File: config.mk
export PLATFORM = sky130hd
export DESIGN_NAME = utf8_stream_decoder_top
export DESIGN_NICKNAME = d
export VERILOG_FILES = /design/src/rtl/utf8d_pkg.sv /design/src/rtl/utf8d_front.sv /design/src/rtl/utf8d_fifo.sv /design/src/rtl/utf8d_back.sv /design/src/rtl/utf8_stream_decoder_top.sv
export SDC_FILE = /design/constraint.sdc
export NUM_CORES = 1
export LEC_CHECK = 0
export BUFFER_PORTS_ARGS = -buffer_cell sky130_fd_sc_hd__buf_4
export CORE_MARGIN = 2
export CORE_UTILIZATION = 50
export DETAILED_ROUTE_END_ITERATION = 10
export GPL_ROUTABILITY_DRIVEN = 0
export PLACE_DENSITY_LB_ADDON = 0.3
export SETUP_SLACK_MARGIN = 0.3
export SLEW_MARGIN = 15
export SYNTH_ARGS = -nofsm -noshare
export SYNTH_HDL_FRONTEND = slang
export SYNTH_SLANG_ARGS = --single-unit
File: constraint.sdc
create_clock -name clk -period 3.6 [get_ports clk]
set_input_delay 0 -clock clk [delete_from_list [all_inputs] [get_ports clk]]
set_output_delay 0 -clock clk [all_outputs]
set_load 0.03 [all_outputs]
File: src/rtl/utf8d_pkg.sv
`timescale 1ns / 1ps
// ----------------------------------------------------------------------------
// utf8d_pkg
// Shared types, byte-class constants and the lead byte decoder of the
// UTF-8 stream decoder.
// ----------------------------------------------------------------------------
package utf8d_pkg;

  // Default depth of the queue between the decode front and the output back.
  localparam int UTF8D_QUEUE_DEPTH = 4;

  localparam int CP_W = 21;

  // Byte class masks and patterns.
  localparam logic [7:0] ASCII_MASK = 8'h80;
  localparam logic [7:0] LEAD4_MASK = 8'hf8;
  localparam logic [7:0] LEAD4_PAT  = 8'hf0;
  localparam logic [7:0] LEAD3_MASK = 8'hf0;
  localparam logic [7:0] LEAD3_PAT  = 8'he0;
  localparam logic [7:0] LEAD2_MASK = 8'he0;
  localparam logic [7:0] LEAD2_PAT  = 8'hc0;
  localparam logic [7:0] CONT_MASK  = 8'hc0;
  localparam logic [7:0] CONT_PAT   = 8'h80;

  // Payload bit masks of lead bytes.
  localparam logic [7:0] LEAD4_BITS = 8'h07;
  localparam logic [7:0] LEAD3_BITS = 8'h0f;
  localparam logic [7:0] LEAD2_BITS = 8'h1f;

  // One result item.
  typedef struct packed {
    logic [CP_W-1:0] code_point;
    logic            code_valid;
    logic            is_error;
    logic            run_last;
    logic            string_end;
    logic            string_valid;
  } res_t;

  // All results caused by one input byte; r0 goes out first.
  typedef struct packed {
    res_t r0;
    res_t r1;
    logic two;
  } evt_t;

  // Outcome of taking a byte as a lead.
  typedef struct packed {
    logic            emit;
    logic [CP_W-1:0] cp;
    logic            vld;
    logic            err;
    logic            start;
    logic [1:0]      exp;
    logic [CP_W-1:0] acc;
  } lead_t;

  // Classify a lead byte: ASCII and invalid leads give a result at once,
  // multi-byte leads open a sequence.
  function automatic lead_t lead_decode(logic [7:0] b);
    lead_t l;
    l = '0;
    if ((b & ASCII_MASK) == 8'h00) begin
      l.emit = 1'b1;
      l.cp   = CP_W'(b);
      l.vld  = 1'b1;
    end else if ((b & LEAD4_MASK) == LEAD4_PAT) begin
      l.start = 1'b1;
      l.exp   = 2'd3;
      l.acc   = CP_W'(b & LEAD4_BITS);
    end else if ((b & LEAD3_MASK) == LEAD3_PAT) begin
      l.start = 1'b1;
      l.exp   = 2'd2;
      l.acc   = CP_W'(b & LEAD3_BITS);
    end else if ((b & LEAD2_MASK) == LEAD2_PAT) begin
      l.start = 1'b1;
      l.exp   = 2'd1;
      l.acc   = CP_W'(b & LEAD2_BITS);
    end else begin
      l.emit = 1'b1;
      l.err  = 1'b1;
    end
    return l;
  endfunction

endpackage

File: src/rtl/utf8d_front.sv
`timescale 1ns / 1ps
// ----------------------------------------------------------------------------
// utf8d_front
// Accepts bytes, runs the UTF-8 sequence state and packs the zero, one or
// two results of each byte into one queue entry.
// ----------------------------------------------------------------------------
module utf8d_front (
  input  logic              clk,
  input  logic              rst_n,
  input  logic              cfg_wr_en,
  input  logic              cfg_utf8_mode,
  input  logic              in_valid,
  input  logic [7:0]        in_byte_in,
  input  logic              in_end_of_string,
  input  logic              q_full,
  output logic              q_push,
  output utf8d_pkg::evt_t   q_wdata
);
  import utf8d_pkg::*;

  logic            mode_r;
  logic [1:0]      exp_r, exp_nxt;
  logic [1:0]      rcv_r, rcv_nxt;
  logic [1:0]      skip_r, skip_nxt;
  logic [CP_W-1:0] acc_r, acc_nxt;
  logic            ok_r, ok_nxt;

  logic            accept;
  lead_t           lead;
  logic [2:0]      k;
  logic [2:0]      n3;
  logic [CP_W-1:0] acc_c;
  logic            is_cont;

  // Results of the byte itself (m0, m1) and of the string end (x).
  logic            m0_on, m1_on, x_on;
  logic [CP_W-1:0] m0_cp, m1_cp;
  logic            m0_vld, m0_err, m1_vld, m1_err, x_err;
  logic            err_any, ok_after;
  res_t            s0, s1;
  logic            s0_on, s1_on;

  assign accept  = in_valid && !q_full;
  assign lead    = lead_decode(in_byte_in);
  assign k       = {1'b0, rcv_r} + 3'd1;
  assign n3      = {1'b0, exp_r};
  assign acc_c   = {acc_r[CP_W-7:0], in_byte_in[5:0]};
  assign is_cont = (in_byte_in & CONT_MASK) == CONT_PAT;

  // Sequence state update for one byte.
  always_comb begin
    exp_nxt  = exp_r;
    rcv_nxt  = rcv_r;
    skip_nxt = skip_r;
    acc_nxt  = acc_r;
    m0_on = 1'b0; m0_cp = '0; m0_vld = 1'b0; m0_err = 1'b0;
    m1_on = 1'b0; m1_cp = '0; m1_vld = 1'b0; m1_err = 1'b0;
    x_on  = 1'b0; x_err = 1'b0;
    if (!mode_r) begin
      exp_nxt  = '0;
      rcv_nxt  = '0;
      skip_nxt = '0;
      acc_nxt  = '0;
      m0_on    = 1'b1;
      m0_cp    = CP_W'(in_byte_in);
      m0_vld   = 1'b1;
    end else if (skip_r != 2'd0) begin
      skip_nxt = skip_r - 2'd1;
    end else if (exp_r != 2'd0) begin
      if (is_cont) begin
        if (k >= n3) begin
          m0_on   = 1'b1;
          m0_cp   = acc_c;
          m0_vld  = 1'b1;
          exp_nxt = '0;
          rcv_nxt = '0;
          acc_nxt = '0;
        end else begin
          rcv_nxt = k[1:0];
          acc_nxt = acc_c;
        end
      end else begin
        // Bad continuation: error, then resume at lead plus expected count.
        m0_on   = 1'b1;
        m0_err  = 1'b1;
        exp_nxt = '0;
        rcv_nxt = '0;
        acc_nxt = '0;
        if (k >= n3) begin
          if (lead.emit) begin
            m1_on  = 1'b1;
            m1_cp  = lead.cp;
            m1_vld = lead.vld;
            m1_err = lead.err;
          end else begin
            exp_nxt = lead.exp;
            acc_nxt = lead.acc;
          end
        end else begin
          skip_nxt = 2'(n3 - k - 3'd1);
        end
      end
    end else begin
      if (lead.emit) begin
        m0_on  = 1'b1;
        m0_cp  = lead.cp;
        m0_vld = lead.vld;
        m0_err = lead.err;
      end else begin
        exp_nxt = lead.exp;
        rcv_nxt = '0;
        acc_nxt = lead.acc;
      end
    end

    // End of string: truncation error or an empty closing result.
    if (in_end_of_string) begin
      if (exp_nxt != 2'd0) begin
        x_on  = 1'b1;
        x_err = 1'b1;
      end else if (!m0_on) begin
        x_on = 1'b1;
      end
      exp_nxt  = '0;
      rcv_nxt  = '0;
      skip_nxt = '0;
      acc_nxt  = '0;
    end
  end

  assign err_any  = (m0_on && m0_err) || (m1_on && m1_err) || (x_on && x_err);
  assign ok_after = ok_r && !err_any;
  assign ok_nxt   = in_end_of_string ? 1'b1 : ok_after;

  // Pack results into slots and mark the last one.
  always_comb begin
    s0 = '0;
    s1 = '0;
    s0_on = 1'b0;
    s1_on = 1'b0;
    if (m0_on) begin
      s0_on = 1'b1;
      s0.code_point = m0_vld ? m0_cp : '0;
      s0.code_valid = m0_vld;
      s0.is_error   = m0_err;
      if (m1_on) begin
        s1_on = 1'b1;
        s1.code_point = m1_vld ? m1_cp : '0;
        s1.code_valid = m1_vld;
        s1.is_error   = m1_err;
      end else if (x_on) begin
        s1_on = 1'b1;
        s1.is_error = x_err;
      end
    end else if (x_on) begin
      s0_on = 1'b1;
      s0.is_error = x_err;
    end
    if (s1_on) begin
      s1.run_last     = 1'b1;
      s1.string_end   = in_end_of_string;
      s1.string_valid = in_end_of_string && ok_after;
    end else if (s0_on) begin
      s0.run_last     = 1'b1;
      s0.string_end   = in_end_of_string;
      s0.string_valid = in_end_of_string && ok_after;
    end
  end

  assign q_push      = accept && s0_on;
  assign q_wdata.r0  = s0;
  assign q_wdata.r1  = s1;
  assign q_wdata.two = s1_on;

  // Mode register.
  always_ff @(posedge clk) begin
    if (!rst_n) begin
      mode_r <= 1'b1;
    end else if (cfg_wr_en) begin
      mode_r <= cfg_utf8_mode;
    end
  end

  // Sequence state registers.
  always_ff @(posedge clk) begin
    if (!rst_n) begin
      exp_r  <= '0;
      rcv_r  <= '0;
      skip_r <= '0;
      acc_r  <= '0;
      ok_r   <= 1'b1;
    end else if (accept) begin
      exp_r  <= exp_nxt;
      rcv_r  <= rcv_nxt;
      skip_r <= skip_nxt;
      acc_r  <= acc_nxt;
      ok_r   <= ok_nxt;
    end
  end

  // A skip never overlaps a pending sequence.
  a_skip_excl: assert property (@(posedge clk) disable iff (!rst_n)
    (skip_r != 2'd0) |-> (exp_r == 2'd0))
    else $error("skip pending while a sequence is open");

  // The received count stays below the expected count.
  a_rcv_bound: assert property (@(posedge clk) disable iff (!rst_n)
    (exp_r != 2'd0) |-> (rcv_r < exp_r))
    else $error("received count reached expected count");

  // The end of a string leaves a clean state.
  a_eos_clear: assert property (@(posedge clk) disable iff (!rst_n)
    (accept && in_end_of_string) |=> (exp_r == 2'd0 && skip_r == 2'd0 && ok_r))
    else $error("state not cleared after string end");

endmodule

File: src/rtl/utf8d_fifo.sv
`timescale 1ns / 1ps
// ----------------------------------------------------------------------------
// utf8d_fifo
// Short queue of per-byte result entries between the decode front and the
// output back.
// ----------------------------------------------------------------------------
module utf8d_fifo #(
  parameter int DEPTH = utf8d_pkg::UTF8D_QUEUE_DEPTH
) (
  input  logic            clk,
  input  logic            rst_n,
  input  logic            push,
  input  utf8d_pkg::evt_t wdata,
  input  logic            pop,
  output utf8d_pkg::evt_t rdata,
  output logic            full,
  output logic            empty
);
  import utf8d_pkg::*;

  localparam int AW = $clog2(DEPTH);
  localparam int CW = $clog2(DEPTH + 1);

  evt_t          mem_r [DEPTH];
  logic [AW-1:0] wr_ptr_r, rd_ptr_r;
  logic [CW-1:0] cnt_r;

  assign full  = cnt_r == CW'(DEPTH);
  assign empty = cnt_r == '0;
  assign rdata = mem_r[rd_ptr_r];

  // Entry storage.
  always_ff @(posedge clk) begin
    if (push) begin
      mem_r[wr_ptr_r] <= wdata;
    end
  end

  // Pointers and fill count.
  always_ff @(posedge clk) begin
    if (!rst_n) begin
      wr_ptr_r <= '0;
      rd_ptr_r <= '0;
      cnt_r    <= '0;
    end else begin
      if (push) begin
        wr_ptr_r <= (wr_ptr_r == AW'(DEPTH - 1)) ? '0 : wr_ptr_r + AW'(1);
      end
      if (pop) begin
        rd_ptr_r <= (rd_ptr_r == AW'(DEPTH - 1)) ? '0 : rd_ptr_r + AW'(1);
      end
      if (push && !pop) begin
        cnt_r <= cnt_r + CW'(1);
      end else if (pop && !push) begin
        cnt_r <= cnt_r - CW'(1);
      end
    end
  end

endmodule

File: src/rtl/utf8d_back.sv
`timescale 1ns / 1ps
// ----------------------------------------------------------------------------
// utf8d_back
// Unpacks queue entries into single result items and holds each in the
// output register until it is taken.
// ----------------------------------------------------------------------------
module utf8d_back (
  input  logic            clk,
  input  logic            rst_n,
  input  utf8d_pkg::evt_t head,
  input  logic            empty,
  output logic            pop,
  input  logic            out_stall,
  output logic            out_valid,
  output utf8d_pkg::res_t out_res
);
  import utf8d_pkg::*;

  logic out_valid_r;
  res_t out_r;
  logic sel_r, sel_nxt;
  logic load;

  assign load    = !out_valid_r || !out_stall;
  assign pop     = load && !empty && (sel_r || !head.two);
  assign sel_nxt = (load && !empty) ? (!sel_r && head.two) : sel_r;

  // Output register and slot select.
  always_ff @(posedge clk) begin
    if (!rst_n) begin
      out_valid_r <= 1'b0;
      sel_r       <= 1'b0;
    end else begin
      sel_r <= sel_nxt;
      if (load) begin
        out_valid_r <= !empty;
      end
    end
  end

  // Result payload.
  always_ff @(posedge clk) begin
    if (load && !empty) begin
      out_r <= sel_r ? head.r1 : head.r0;
    end
  end

  assign out_valid = out_valid_r;
  assign out_res   = out_r;

  // The second slot is only selected on a two-result entry at the head.
  a_sel_head: assert property (@(posedge clk) disable iff (!rst_n)
    sel_r |-> (!empty && head.two))
    else $error("second slot selected without a two-result entry");

  // An entry leaves the queue only when the output register takes a result.
  a_pop_load: assert property (@(posedge clk) disable iff (!rst_n)
    pop |-> (load && !empty))
    else $error("entry dropped without a result load");

  // A shown result that is not the last of its byte has its partner pending.
  a_partner: assert property (@(posedge clk) disable iff (!rst_n)
    (out_valid_r && !out_r.run_last) |-> sel_r)
    else $error("first result shown without its partner pending");

endmodule

File: src/rtl/utf8_stream_decoder_top.sv
`timescale 1ns / 1ps
// The decoder accepts one byte per clock whenever its result queue has room
// and turns it into zero, one or two result items; a byte that gives no
// result still closes its string with one result when end_of_string is set.
// Results leave through a registered output at one item per clock while
// out_stall is low, so a byte with two results (an error followed by a
// retaken lead, or a truncation) holds the output port until both are
// taken; a byte's results are written into the queue and then loaded into
// the output register. Input stalls only when the queue of QUEUE_DEPTH
// byte entries is full, which happens only while the output side is stalled
// or two-result bytes outpace the output port.
// ----------------------------------------------------------------------------
// utf8_stream_decoder_top
// Streaming UTF-8 to code point decoder with per-string validity report.
// ----------------------------------------------------------------------------
module utf8_stream_decoder_top #(
  parameter int QUEUE_DEPTH = utf8d_pkg::UTF8D_QUEUE_DEPTH
) (
  input  logic                       clk,
  input  logic                       rst_n,
  input  logic                       cfg_wr_en,
  input  logic                       cfg_utf8_mode,
  input  logic                       in_valid,
  output logic                       in_stall,
  input  logic [7:0]                 in_byte_in,
  input  logic                       in_end_of_string,
  output logic                       out_valid,
  input  logic                       out_stall,
  output logic [utf8d_pkg::CP_W-1:0] out_code_point,
  output logic                       out_code_valid,
  output logic                       out_is_error,
  output logic                       out_run_last,
  output logic                       out_string_end,
  output logic                       out_string_valid
);
  import utf8d_pkg::*;

  logic q_push, q_pop, q_full, q_empty;
  evt_t q_wdata, q_rdata;
  res_t res;

  assign in_stall = q_full;

  // Decode front.
  utf8d_front u_front (
    .clk              (clk),
    .rst_n            (rst_n),
    .cfg_wr_en        (cfg_wr_en),
    .cfg_utf8_mode    (cfg_utf8_mode),
    .in_valid         (in_valid),
    .in_byte_in       (in_byte_in),
    .in_end_of_string (in_end_of_string),
    .q_full           (q_full),
    .q_push           (q_push),
    .q_wdata          (q_wdata)
  );

  // Queue between front and back.
  utf8d_fifo #(
    .DEPTH (QUEUE_DEPTH)
  ) u_fifo (
    .clk   (clk),
    .rst_n (rst_n),
    .push  (q_push),
    .wdata (q_wdata),
    .pop   (q_pop),
    .rdata (q_rdata),
    .full  (q_full),
    .empty (q_empty)
  );

  // Output back.
  utf8d_back u_back (
    .clk       (clk),
    .rst_n     (rst_n),
    .head      (q_rdata),
    .empty     (q_empty),
    .pop       (q_pop),
    .out_stall (out_stall),
    .out_valid (out_valid),
    .out_res   (res)
  );

  assign out_code_point   = res.code_point;
  assign out_code_valid   = res.code_valid;
  assign out_is_error     = res.is_error;
  assign out_run_last     = res.run_last;
  assign out_string_end   = res.string_end;
  assign out_string_valid = res.string_valid;

endmodule
==> flow_summary.json <==
{
  "status": "completed",
  "antenna_found_initial": 0,
  "synth_top_cells_by_count": "178 x edfxtp_1, 73 x nand2_1, 44 x and2_1",
  "layout-drive-gt1-share": 0.211,
  "reg2reg_depth": 12,
  "antenna_left": 0,
  "area_growth_pct": 15.6,
  "critPathRequiredTime_ns": 4.00,
  "critPathMaxFanout": 7,
  "portBuffers": 42,
  "dieArea_um2": 18400,
  "drv_cap": 0,
  "rr_startpoint": "u_front.rcv_r[0]$_SDFFE_PN0P_",
  "yosys_warnings": 0,
  "reg2reg_slack_ns": 0.47,
  "synthArstFlopShare": 0,
  "rows": 48,
  "critPathCapture": "u_fifo.cnt_r[2]$_SDFFE_PN0P_",
  "pwr-share-clk": 0.289,
  "drtIter0Drc": 432,
  "first_global_vias": 4811,
  "power_switching_mw": 2.10,
  "fin_crit_ns": 3.13,
  "start_util": 0.505,
  "gr-total-overflow": 0,
  "worstPathArrival_ns": 3.53,
  "synth_edf_count": 178,
  "min_path_type": "input pin to register",
  "cts-root-buf": "clkbuf_16",
  "postLayoutSetupSlackWorst_ns": 0.473,
  "cts_buffers": 21,
  "ios": 43,
  "synth_top_area_share": 0.618,
  "ys.flop_type": "edfxtp_1",
  "synth_area_leaders": "edfxtp_1 62%, mux4_2 9.9%, dfxtp_1 7.9%",
  "drcViolationCount": 0,
  "cts_tree": "done",
  "setup_tns_ns": 0,
  "clkSinkCount": 212,
  "vias": 4837,
  "p_per_area_nw_per_um2": 725,
  "cts_htree_levels": 1,
  "hold_viol": 0,
  "worst-setup-path-type": "register to register",
  "fmax_ghz": 0.320,
  "slew_viol_final": 0,
  "grtUsageTotal": 0.184,
  "fin_crit_sh": 0.869,
  "synth_area_um2": 8650,
  "drt_wl_total_um": 16300,
  "grt_pass1_wl_um": 26000,
  "crit_path_end_kind": "register",
  "diodes": 0,
  "hold_depth": 2,
  "synth-seq-cells": 212,
  "die_w_um": 136,
  "post-place-ws_ns": 0.372,
  "start_kind": "register",
  "yosysSeqAreaShare": 0.697,
  "clockBufferDepth": 3,
  "wl_per_cell_um": 19.0,
  "skew_ns": 0.00642,
  "core_area_um2": 17100,
  "syn_inst": 558,
  "p_leak_nw": 3.41,
  "ir_drop_uv": 393,
  "setup_viol": 0,
  "nets": 645,
  "drtPass1Iterations": 5,
  "timing.rr.end": "u_fifo.cnt_r[2]$_SDFFE_PN0P_",
  "cts.clk_slew.worst_paths_ns": 0.06,
  "clock_latency_ns": 0.49,
  "p_int_mw": 5.15,
  "ys_types": 57,
  "combPwrFrac": 0.264,
  "max_slew_margin": 0.324,
  "dp_hpwl_um": 9510,
  "grt_start_max_net_pins": 39,
  "die_h_um": 136,
  "synth_area_leader_cell": "edfxtp_1",
  "startpoint": "u_front.rcv_r[0]$_SDFFE_PN0P_",
  "routed_via_density": 5.62,
  "fillerInstances": 1318,
  "power_frac_seq": 0.447,
  "syn_avg_cell_area_um2": 15.5,
  "worst_pin_slew_ns": 1.01,
  "synth.most_common_cell": "edfxtp_1",
  "p_sw_frac": 0.290,
  "rsz0062_at_grt": "false"
}
metrics by stage:
| step | hold slack [ns] | power, mW | std cells | utilization | instance area [um^2] |
|---|---|---|---|---|---|
| 2_1_floorplan | 0.0619 | 4.66 | 561 | - | 8660 |
| 3_3_place_gp | 0.171 | 5.19 | 811 | 0.538 | 9210 |
| 3_5_place_dp | 0.176 | 5.24 | 811 | 0.538 | 9210 |
| 4_1_cts | 0.00662 | 7.33 | 860 | 0.584 | 9990 |
| 5_1_grt | 0.0427 | 7.58 | 860 | 0.584 | 10000 |
| 6_report | 0.0236 | 7.24 | 860 | 0.584 | 10000 |
state kept, by name, summed over array words and instances (netlist names), named ones only:
register          count
u_back.out_res       26
u_back.out_valid      1
u_back.sel_r          1
u_fifo.cnt_r          3
u_fifo.mem_r        152
u_fifo.rd_ptr_r       2
u_fifo.wr_ptr_r       2
u_front.acc_r        15
u_front.exp_r         2
u_front.mode_r        1
u_front.ok_r          1
u_front.rcv_r         2
u_front.skip_r        2
layout make-up:
| cell class | count | area [um^2] | area share |
|---|---|---|---|
| Clock buffer | 26 | 584 | 0.0585 |
| Clock inverter | 12 | 85.1 | 0.00851 |
| Tap cell | 225 | 282 | 0.0282 |
| Multi-Input combinational cell | 311 | 2480 | 0.248 |
| Inverter | 11 | 41.3 | 0.00413 |
| Timing Repair Buffer | 63 | 500 | 0.0501 |
| Sequential cell | 212 | 6030 | 0.603 |
metal layers:
metal | GRT usage | part of all wire
met5 | 0 | 0
met1 | 0.246 | 0.43
met2 | 0.316 | 0.50
met3 | 0.0296 | 0.046
met4 | 0.0521 | 0.026
critical path: stages (launching register included):
cell	delay [ns]
dfxtp_1	0.39
inv_1	0.09
fa_1	0.52
nor2_1	0.20
a211oi_2	0.12
o21ai_4	0.24
o21a_4	0.20
ha_1	0.19
inv_1	0.07
fa_1	0.43
xor2_1	0.16
or3_1	0.30
a21oi_1	0.15
how the worst min path moves through the flow:
| stage | to | slack (ns) | start |
|---|---|---|---|
| 3_5_place_dp | u_front.mode_r$_SDFFE_PN1P_ | 0.18 | rst_n |
| 2_1_floorplan | u_front.mode_r$_SDFFE_PN1P_ | 0.06 | rst_n |
| 4_1_cts | u_fifo.mem_r[1][4]$_DFFE_PP_ | 0.007 | in_byte_in[7] |
| 3_3_place_gp | u_front.mode_r$_SDFFE_PN1P_ | 0.17 | rst_n |
| 6_report | u_fifo.mem_r[3][4]$_DFFE_PP_ | 0.02 | in_byte_in[7] |
| 5_1_grt | u_fifo.mem_r[3][12]$_DFFE_PP_ | 0.04 | in_byte_in[6] |
logic make-up (layout without fill, tap and decap cells):
logic type               after synthesis  after routing  synth area share
other                                  1              4          0.000434
flip-flops                           212            212             0.697
AND/OR/NAND/NOR                      185            185             0.107
AO/OA/AOI/OAI                         65             65            0.0505
buffers and inverters                 38            112            0.0204
adder cells (fa/ha/maj)               10             10            0.0162
XOR/XNOR                               3              3           0.00304
multiplexers                          44             44             0.106
repair_timing:
action / CTS / global route
hold buffers: 11 / 0
hold endpoints to repair: 70 / 0
resized for setup: 0 / 2
buffers inserted: 0 / 0
setup endpoints to repair: 0 / 1
power groups by stage:
stage               sequential, mW  combinational, mW  clock (mW)
finish                        3.24               1.92        2.09
global route                  3.27               2.08        2.23
CTS                           3.24               1.95        2.14
detailed placement            3.29               1.95           0
global placement              3.27               1.92           0
floorplan                     3.60               1.05           0
cell usage in the layout, fill, tap and decap left out, drive strengths merged, types with 11 or more instances in the layout:
cell type,instances
nand3,22
nor2,20
dfxtp,34
mux4,38
and2,44
buf,52
inv,11
a21oi,28
clkbuf,26
dlygate4sd3,11
edfxtp,178
nand2,73
No activity file was read; power rests on OpenSTA's default activity.
